==> src/sv/assert_macros.svh <==
// ----------------------------------------------------------------------------
// assert_macros.svh
// Shared concurrent assertion macros for the shuffler RTL
// ----------------------------------------------------------------------------
`ifndef ASSERT_MACROS_SVH
`define ASSERT_MACROS_SVH

// check on every rising edge of clock, ignored while reset is high
`define ASSERT_SYNC(label, prop, msg) \
   label: assert property (@(posedge clock) disable iff (reset) prop) else $error(msg);

// check on every rising edge of clock, reset included
`define ASSERT_ALWAYS(label, prop, msg) \
   label: assert property (@(posedge clock) prop) else $error(msg);

`endif

==> src/sv/xfys_pkg.sv <==
// ----------------------------------------------------------------------------
// xfys_pkg
// Types, constants and the generator step shared by the shuffler modules
// ----------------------------------------------------------------------------
`timescale 1ns / 1ps

package xfys_pkg;

   localparam int CARD_W   = 16;
   localparam int SEED_W   = 32;
   localparam int SHIFT_A  = 13;
   localparam int SHIFT_B  = 17;
   localparam int SHIFT_C  = 5;
   localparam int DIV_STEPS = SEED_W;
   localparam int STEP_W   = $clog2(DIV_STEPS);
   localparam logic [STEP_W-1:0] STEP_LAST = STEP_W'(DIV_STEPS - 1);

   // memory access chosen by the controller in each state
   typedef enum logic [2:0] {
      MEM_IDLE,
      MEM_RD_I,
      MEM_RD_J,
      MEM_WR_I,
      MEM_WR_J,
      MEM_RD_EMIT
   } mem_op_type;

   // controller to datapath commands
   typedef struct packed {
      logic       load;
      logic       prep;
      logic       gen_step;
      logic       div_step;
      logic       emit;
      mem_op_type mem_op;
   } ctrl_cmd_type;

   // datapath to controller status
   typedef struct packed {
      logic cnt_one;
      logic pos_one;
      logic div_last;
      logic emit_last;
   } dp_status_type;

   // one xorshift32 step
   function automatic logic [SEED_W-1:0] xorshift32(input logic [SEED_W-1:0] v);
      logic [SEED_W-1:0] a;
      logic [SEED_W-1:0] b;
      a = v ^ (v << SHIFT_A);
      b = a ^ (a >> SHIFT_B);
      return b ^ (b << SHIFT_C);
   endfunction

endpackage

==> src/sv/xfys_ram.sv <==
// ----------------------------------------------------------------------------
// xfys_ram
// Generic single write port, single read port RAM with registered read
// ----------------------------------------------------------------------------
`timescale 1ns / 1ps

module xfys_ram #(
   parameter int WIDTH = 16,
   parameter int DEPTH = 64
) (
   input  logic                     clock,
   input  logic                     wr_en,
   input  logic [$clog2(DEPTH)-1:0] wr_addr,
   input  logic [WIDTH-1:0]         wr_data,
   input  logic                     rd_en,
   input  logic [$clog2(DEPTH)-1:0] rd_addr,
   output logic [WIDTH-1:0]         rd_data
);

   logic [WIDTH-1:0] mem_ff [DEPTH];
   logic [WIDTH-1:0] rd_data_ff;

   // write port
   always_ff @(posedge clock) begin
      if (wr_en) begin
         mem_ff[wr_addr] <= wr_data;
      end
   end

   // registered read port
   always_ff @(posedge clock) begin
      if (rd_en) begin
         rd_data_ff <= mem_ff[rd_addr];
      end
   end

   assign rd_data = rd_data_ff;

endmodule

==> src/sv/xfys_ctrl.sv <==
// ----------------------------------------------------------------------------
// xfys_ctrl
// Sequencer for loading, the swap pass and emitting the shuffled list
// ----------------------------------------------------------------------------
`timescale 1ns / 1ps

module xfys_ctrl (
   input  logic                   clock,
   input  logic                   reset,
   input  logic                   start,
   input  logic                   req_is_last,
   input  xfys_pkg::dp_status_type status,
   output logic                   busy,
   output xfys_pkg::ctrl_cmd_type cmd
);

   typedef enum logic [3:0] {
      ST_IDLE,
      ST_PREP,
      ST_GEN,
      ST_DIV,
      ST_RD_I,
      ST_RD_J,
      ST_WR_I,
      ST_WR_J,
      ST_EMIT
   } state_type;

   state_type state_ff;
   state_type state_in;

   // next state
   always_comb begin
      state_in = state_ff;
      unique case (state_ff)
         ST_IDLE: begin
            if (start && req_is_last) state_in = ST_PREP;
         end
         ST_PREP: state_in = status.cnt_one ? ST_EMIT : ST_GEN;
         ST_GEN:  state_in = ST_DIV;
         ST_DIV: begin
            if (status.div_last) state_in = ST_RD_I;
         end
         ST_RD_I: state_in = ST_RD_J;
         ST_RD_J: state_in = ST_WR_I;
         ST_WR_I: state_in = ST_WR_J;
         ST_WR_J: state_in = status.pos_one ? ST_EMIT : ST_GEN;
         ST_EMIT: begin
            if (status.emit_last) state_in = ST_IDLE;
         end
         default: state_in = ST_IDLE;
      endcase
   end

   // state register
   always_ff @(posedge clock) begin
      if (reset) begin
         state_ff <= ST_IDLE;
      end else begin
         state_ff <= state_in;
      end
   end

   // command decode
   always_comb begin
      cmd          = '0;
      cmd.mem_op   = xfys_pkg::MEM_IDLE;
      unique case (state_ff)
         ST_IDLE: cmd.load = start;
         ST_PREP: cmd.prep = 1'b1;
         ST_GEN:  cmd.gen_step = 1'b1;
         ST_DIV:  cmd.div_step = 1'b1;
         ST_RD_I: cmd.mem_op = xfys_pkg::MEM_RD_I;
         ST_RD_J: cmd.mem_op = xfys_pkg::MEM_RD_J;
         ST_WR_I: cmd.mem_op = xfys_pkg::MEM_WR_I;
         ST_WR_J: cmd.mem_op = xfys_pkg::MEM_WR_J;
         ST_EMIT: begin
            cmd.emit   = 1'b1;
            cmd.mem_op = xfys_pkg::MEM_RD_EMIT;
         end
         default: cmd.mem_op = xfys_pkg::MEM_IDLE;
      endcase
   end

   assign busy = (state_ff != ST_IDLE);

endmodule

==> src/sv/xfys_dp.sv <==
// ----------------------------------------------------------------------------
// xfys_dp
// Datapath: entry store, generator, serial remainder unit and output stage
// ----------------------------------------------------------------------------
`timescale 1ns / 1ps

module xfys_dp #(
   parameter int LIST_CAPACITY = 64
) (
   input  logic                              clock,
   input  logic                              reset,
   input  xfys_pkg::ctrl_cmd_type            cmd,
   output xfys_pkg::dp_status_type           status,
   input  logic [xfys_pkg::CARD_W-1:0]       req_card_index,
   input  logic                              csr_wr_en,
   input  logic [xfys_pkg::SEED_W-1:0]       csr_wr_data,
   output logic                              rsp_strobe,
   output logic [xfys_pkg::CARD_W-1:0]       rsp_shuffled_index,
   output logic                              rsp_end_of_list
);

   localparam int ADDR_W = $clog2(LIST_CAPACITY);
   localparam int CNT_W  = $clog2(LIST_CAPACITY + 1);
   localparam logic [CNT_W-1:0] CAP = CNT_W'(LIST_CAPACITY);

   logic [xfys_pkg::SEED_W-1:0] seed_ff;
   logic [xfys_pkg::SEED_W-1:0] gen_ff, gen_in;
   logic [xfys_pkg::SEED_W-1:0] quo_ff, quo_in;
   logic [CNT_W-1:0]            rem_ff, rem_in;
   logic [xfys_pkg::STEP_W-1:0] step_ff, step_in;
   logic [CNT_W-1:0]            count_ff, count_in;
   logic [ADDR_W-1:0]           pos_ff, pos_in;
   logic [xfys_pkg::CARD_W-1:0] tmp_ff;
   logic                        strobe_ff, strobe_in;
   logic                        end_ff, end_in;

   logic [xfys_pkg::SEED_W-1:0] gen_next;
   logic [CNT_W:0]              rem_shift;
   logic [CNT_W:0]              divisor;
   logic                        full;

   logic                        ram_wr_en;
   logic [ADDR_W-1:0]           ram_wr_addr;
   logic [xfys_pkg::CARD_W-1:0] ram_wr_data;
   logic                        ram_rd_en;
   logic [ADDR_W-1:0]           ram_rd_addr;
   logic [xfys_pkg::CARD_W-1:0] ram_rd_data;

   assign full     = (count_ff >= CAP);
   assign gen_next = xfys_pkg::xorshift32(gen_ff);

   // one restoring step of the remainder by position plus one
   assign divisor   = (CNT_W + 1)'(pos_ff) + (CNT_W + 1)'(1);
   assign rem_shift = {rem_ff, quo_ff[xfys_pkg::SEED_W-1]};

   // status towards the controller
   assign status.cnt_one   = (count_ff == CNT_W'(1));
   assign status.pos_one   = (pos_ff == ADDR_W'(1));
   assign status.div_last  = (step_ff == xfys_pkg::STEP_LAST);
   assign status.emit_last = ((CNT_W)'(pos_ff) == count_ff - CNT_W'(1));

   // next values of the working registers
   always_comb begin
      gen_in    = gen_ff;
      quo_in    = quo_ff;
      rem_in    = rem_ff;
      step_in   = step_ff;
      count_in  = count_ff;
      pos_in    = pos_ff;
      strobe_in = 1'b0;
      end_in    = 1'b0;

      // entry transfer: seed on first entry, count up until full
      if (cmd.load) begin
         if (count_ff == '0) gen_in = seed_ff | xfys_pkg::SEED_W'(1);
         if (!full) count_in = count_ff + CNT_W'(1);
      end

      if (cmd.prep) pos_in = ADDR_W'(count_ff - CNT_W'(1));

      // new generator value, remainder restarts
      if (cmd.gen_step) begin
         gen_in  = gen_next;
         quo_in  = gen_next;
         rem_in  = '0;
         step_in = '0;
      end

      if (cmd.div_step) begin
         quo_in  = quo_ff << 1;
         step_in = step_ff + xfys_pkg::STEP_W'(1);
         if (rem_shift >= divisor) begin
            rem_in = CNT_W'(rem_shift - divisor);
         end else begin
            rem_in = CNT_W'(rem_shift);
         end
      end

      if (cmd.mem_op == xfys_pkg::MEM_WR_J) pos_in = pos_ff - ADDR_W'(1);

      // emit walks the store from the bottom
      if (cmd.emit) begin
         strobe_in = 1'b1;
         end_in    = status.emit_last;
         if (status.emit_last) begin
            pos_in   = '0;
            count_in = '0;
         end else begin
            pos_in = pos_ff + ADDR_W'(1);
         end
      end
   end

   // control registers
   always_ff @(posedge clock) begin
      if (reset) begin
         seed_ff   <= xfys_pkg::SEED_W'(1);
         gen_ff    <= xfys_pkg::SEED_W'(1);
         count_ff  <= '0;
         pos_ff    <= '0;
         step_ff   <= '0;
         strobe_ff <= 1'b0;
      end else begin
         if (csr_wr_en) seed_ff <= csr_wr_data;
         gen_ff    <= gen_in;
         count_ff  <= count_in;
         pos_ff    <= pos_in;
         step_ff   <= step_in;
         strobe_ff <= strobe_in;
      end
   end

   // payload registers
   always_ff @(posedge clock) begin
      quo_ff <= quo_in;
      rem_ff <= rem_in;
      end_ff <= end_in;
      if (cmd.mem_op == xfys_pkg::MEM_RD_J) tmp_ff <= ram_rd_data;
   end

   // store port selection
   always_comb begin
      ram_wr_en   = 1'b0;
      ram_wr_addr = count_ff[ADDR_W-1:0];
      ram_wr_data = req_card_index;
      ram_rd_en   = 1'b0;
      ram_rd_addr = pos_ff;
      unique case (cmd.mem_op)
         xfys_pkg::MEM_IDLE: ram_wr_en = cmd.load && !full;
         xfys_pkg::MEM_RD_I: ram_rd_en = 1'b1;
         xfys_pkg::MEM_RD_J: begin
            ram_rd_en   = 1'b1;
            ram_rd_addr = rem_ff[ADDR_W-1:0];
         end
         xfys_pkg::MEM_WR_I: begin
            ram_wr_en   = 1'b1;
            ram_wr_addr = pos_ff;
            ram_wr_data = ram_rd_data;
         end
         xfys_pkg::MEM_WR_J: begin
            ram_wr_en   = 1'b1;
            ram_wr_addr = rem_ff[ADDR_W-1:0];
            ram_wr_data = tmp_ff;
         end
         xfys_pkg::MEM_RD_EMIT: ram_rd_en = 1'b1;
         default: ram_wr_en = 1'b0;
      endcase
   end

   xfys_ram #(
      .WIDTH (xfys_pkg::CARD_W),
      .DEPTH (LIST_CAPACITY)
   ) u_store (
      .clock   (clock),
      .wr_en   (ram_wr_en),
      .wr_addr (ram_wr_addr),
      .wr_data (ram_wr_data),
      .rd_en   (ram_rd_en),
      .rd_addr (ram_rd_addr),
      .rd_data (ram_rd_data)
   );

   assign rsp_strobe         = strobe_ff;
   assign rsp_shuffled_index = ram_rd_data;
   assign rsp_end_of_list    = end_ff;

endmodule

==> src/sv/xorshift_fisher_yates_shuffle.sv <==
// ----------------------------------------------------------------------------
// xorshift_fisher_yates_shuffle
// Stores a list of card indices, shuffles it in place with a Fisher-Yates
// pass driven by xorshift32, then streams the permuted list out
// ----------------------------------------------------------------------------
//
//  channel   ports                       transfer when
//  -------   -------------------------   ------------------------------
//  request   req_card_index, req_is_last  start high and busy low
//  response  rsp_shuffled_index, rsp_end_of_list  rsp_strobe high
//  csr       csr_wr_data                  csr_wr_en high
//
//  an entry without the last mark leaves busy low
//  a list of n entries then runs n-1 swaps, each a generator step, the
//  bit-serial remainder over the 32 bits of the generator value and four
//  store accesses, then emits all n entries through the single read port
//  of the store; reset is synchronous and active high; the store is not cleared
//  the response side cannot stall; one result per strobe
//
`timescale 1ns / 1ps

`include "assert_macros.svh"

module xorshift_fisher_yates_shuffle #(
   parameter int LIST_CAPACITY = 64
) (
   input  logic                        clock,
   input  logic                        reset,
   input  logic                        start,
   output logic                        busy,
   input  logic [xfys_pkg::CARD_W-1:0] req_card_index,
   input  logic                        req_is_last,
   output logic                        rsp_strobe,
   output logic [xfys_pkg::CARD_W-1:0] rsp_shuffled_index,
   output logic                        rsp_end_of_list,
   input  logic                        csr_wr_en,
   input  logic [xfys_pkg::SEED_W-1:0] csr_wr_data
);

   xfys_pkg::ctrl_cmd_type  cmd;
   xfys_pkg::dp_status_type status;

   // sequencer
   xfys_ctrl u_ctrl (
      .clock       (clock),
      .reset       (reset),
      .start       (start),
      .req_is_last (req_is_last),
      .status      (status),
      .busy        (busy),
      .cmd         (cmd)
   );

   // datapath
   xfys_dp #(
      .LIST_CAPACITY (LIST_CAPACITY)
   ) u_dp (
      .clock              (clock),
      .reset              (reset),
      .cmd                (cmd),
      .status             (status),
      .req_card_index     (req_card_index),
      .csr_wr_en          (csr_wr_en),
      .csr_wr_data        (csr_wr_data),
      .rsp_strobe         (rsp_strobe),
      .rsp_shuffled_index (rsp_shuffled_index),
      .rsp_end_of_list    (rsp_end_of_list)
   );

   // results only come out of a shuffle that was running
   `ASSERT_SYNC(a_strobe_after_busy, rsp_strobe |-> $past(busy), "result without a running list")
   // end mark only rides on a result
   `ASSERT_ALWAYS(a_end_with_strobe, rsp_end_of_list && !reset |-> rsp_strobe, "end mark without result")
   // nothing follows the final result directly
   `ASSERT_SYNC(a_quiet_after_end, rsp_strobe && rsp_end_of_list |=> !rsp_strobe, "result after end of list")
   // the remainder unit only steps while shuffling
   `ASSERT_SYNC(a_no_load_while_busy, cmd.div_step |-> busy && !cmd.load, "remainder step outside shuffle")

endmodule
==> config.mk <==
export PLATFORM = sky130hd
export DESIGN_NAME = xorshift_fisher_yates_shuffle
export DESIGN_NICKNAME = d
export VERILOG_FILES = /design/src/sv/xfys_pkg.sv /design/src/sv/xfys_ram.sv /design/src/sv/xfys_ctrl.sv /design/src/sv/xfys_dp.sv /design/src/sv/xorshift_fisher_yates_shuffle.sv
export VERILOG_INCLUDE_DIRS = /design/src /design/src/sv
export SDC_FILE = /design/constraint.sdc
export NUM_CORES = 2
export LEC_CHECK = 0
export BUFFER_PORTS_ARGS = -buffer_cell sky130_fd_sc_hd__buf_2
export CORE_AREA = 2 2 313 315
export CTS_CLUSTER_SIZE = 16
export DETAILED_ROUTE_END_ITERATION = 12
export DIE_AREA = 0 0 315 317
export GPL_TIMING_DRIVEN = 0
export PLACE_DENSITY = 0.64
export SETUP_SLACK_MARGIN = 0.4
export SYNTH_ARGS = -nofsm -noshare
export SYNTH_HDL_FRONTEND = slang
export SYNTH_HIERARCHICAL = 1
export SYNTH_SLANG_ARGS = --single-unit
==> constraint.sdc <==
create_clock -name clock -period 3.98 [get_ports clock]
set_input_delay 0.995 -clock clock [delete_from_list [all_inputs] [get_ports clock]]
set_output_delay 0.995 -clock clock [all_outputs]
set_load 0.02 [all_outputs]
==> reports/summary.txt <==
Syn Area/Cell: 18.1 um^2
hold slack: 0.485 ns
post-route insts no fill: 4407
Max Slew Vio Count: 0
status: finished, final reports clean
initial core utilization: 49.9%
clock sinks: 1182
Fillers: 6878
VDD IR max: 0.000374 V
fin crit period: 3.79 ns
setup violators final: 0
setup repair after global routing missed its margin: yes
Placed Cells incl. Taps: 4026
# nets final: 3100
CTS Buffer Depth: 3
clk_skew: 0.0245 ns
vias per inst: 6.13
Iteration-0 DRC Markers: 3557
Die Footprint: 99900 um^2
Yosys warning count: 6
gr usage total: 25.9%
post-layout util: 60.6%
I/O pins: 72
Cell Pwr Density: 511 nW/um^2
maxcap violations: 0
Worst Path Required: 4.44 ns
drt total wl: 129000 um
crit-path max FO: 10
hpwl dp: 83400 um
Critical Path, Cell by Cell: buf_12 -> xnor2_4 -> nor2_4 -> inv_4 -> nor3_4 -> buf_8 -> mux2_2 -> buf_4 -> nor2b_2 -> buf_1 -> nand3_1 -> and4_4
CP max stage delay: 0.52 ns
DRC Markers: 0
Syn Std Cell Area: 48000 um^2
Pleak: 18.7 nW
most common library cells after synthesis: edfxtp_1, mux4_2, nand2_1
Avg WL per Cell: 29.4 um
htree depth: 3
grt total ovfl: 0
largest net degree at the start of global routing: 65
sequential share of the synthesized area: 72.1%
setup TNS: 0 ns
Final Hold Viols: 0
Worst-path clk slew: 0.06 ns
max frequency: 264 MHz
die width: 315 um
#FFs+latches synth: 1182
library cells used by synthesis: 80
Slew headroom: 36.8%
# port buffers: 69
Post-synth EDFFs: 1094
Tot Pwr: 0.0298 W
initial antenna violation count: 5
layout cells sized above 1: 32.7%
Rows: 114
clk_lat worst skew: 0.71 ns
Worst EP arrival: 4.24 ns
worst setup path category: flop to flop
die height: 317 um
vias in the first global route: 26900
Period Utilization, post-route: 95.1%
via count: 27000
routability congestion estimate: 0.912
Worst-Margin Slew: 0.941 ns
register area: 34600 um^2
root buf cell: clkbuf_16
area occupied by multi-input gates: 14000 um^2
most common cell in the netlist: edfxtp_1
Post-Synthesis Cells: 2660
syn_nets: 2728
core area: 96300 um^2
Synth async-reset ratio: 0%
Layout area overhead: 21.5%
Startpoint Class: flop
Antenna Violating Nets Remaining: 0
Num CTS Buffers: 118
Yosys top cell area share: 68.4%
cts hold-fix bufs: 0
CTS tree: done
dominant cells by area after synthesis: edfxtp_1, mux4_2, dfxtp_1
drt pass-1 iters: 5
Most used DFF post-synth: edfxtp_1
slowest cell on the critical path: buf_1
largest area contributor in the netlist: edfxtp_1
worst hold path type: flop to flop
Critical Path End Type: flop
first-pass GRT wire length: 185000 um
metrics by stage:
stage          worst slack, ns  area, um^2
6_report                 0.193       58300
5_1_grt                  0.189       58300
4_1_cts                  0.246       57700
3_5_place_dp             -1.91       50700
3_3_place_gp             -1.88       50200
2_1_floorplan            0.271       48300
registers in the layout, summed over array words and instances (netlist names), 6 cells and up:
register,cells
u_dp/count_ff,7
u_dp/gen_ff,32
u_dp/pos_ff,6
u_dp/quo_ff,32
u_dp/rem_ff,7
u_dp/seed_ff,31
u_dp/tmp_ff,16
u_dp/u_store/mem_ff,1024
u_dp/u_store/rd_data,16
cell families (layout without fill, tap and decap cells):
family                   after synthesis  in the layout  share of synthesized area [%]
adder cells (fa/ha/maj)               15             15                          0.407
multiplexers                         398            398                           14.3
AND/OR/NAND/NOR                      501            501                           4.95
flip-flops                          1182           1182                           72.1
buffers and inverters                184            652                           2.23
other                                  0              3                              0
XOR/XNOR                              92             92                           1.71
AO/OA/AOI/OAI                        288            288                           4.35
cells in the final DEF, fill, tap and decap left out, types with 81 or more instances in the layout:
cell type | synthesis | routed
dfxtp_1 | 88 | 85
clkbuf_16 | 0 | 124
mux4_2 | 220 | 220
mux2i_1 | 137 | 113
edfxtp_1 | 1094 | 1094
nor2_1 | 161 | 93
buf_4 | 15 | 113
buf_12 | 5 | 92
buf_2 | 43 | 81
nand2_1 | 170 | 141
timing repair:
item,in CTS,in global routing
pin swaps,99,33
gates resized for setup,346,83
setup endpoints to repair,1121,968
gates cloned,4,2
buffers inserted,128,28
critical path: cells and delay by family (launching register included):
kind          cells  cell delay (ns)
xor+xnor          1             0.14
mux               1             0.44
buf+inv           5             1.14
simple gates      5             1.44
flops             1             0.36
worst paths after layout:
path                           start                       end  slack (ns)  depth (start not counted)
setup / recovery  u_ctrl/state_ff[0]  u_dp/u_store/rd_data[12]        0.19                         12
hold / removal    u_ctrl/state_ff[3]        u_ctrl/state_ff[0]        0.48                          1
setup reg to reg  u_ctrl/state_ff[0]  u_dp/u_store/rd_data[12]        0.19                         12
hold reg to reg   u_ctrl/state_ff[3]        u_ctrl/state_ff[0]        0.48                          1
layout make-up:
| class | instances | share of cell area, % |
|---|---|---|
| flip-flops and latches | 1182 | 59.4 |
| multi-input cells | 1294 | 23.9 |
| clock buffers | 158 | 5.50 |
| repair buffers | 252 | 4.91 |
| well taps | 1276 | 2.74 |
| plain buffers | 170 | 2.56 |
| clock inverters | 58 | 0.894 |
| inverters | 14 | 0.0944 |
| diodes | 3 | 0.0129 |
per-layer routing:
| layer | global-route usage, % | wire (um) | up-vias |
|---|---|---|---|
| li1 | - | - | 11400 |
| met1 | 36.5 | 51600 | 14100 |
| met2 | 41.2 | 61300 | 1328 |
| met3 | 5.18 | 12100 | 250 |
| met4 | 8.12 | 4350 | 0 |
| met5 | 0 | 0 | - |
power by group:
group          internal [W]  leakage, nW  switching, W
registers            0.0138         10.6     0.0000833
logic               0.00206         6.27       0.00305
clock network       0.00611         1.81       0.00465
total                0.0220         18.7       0.00778
Note: power is estimated with default switching activity, not from simulation.
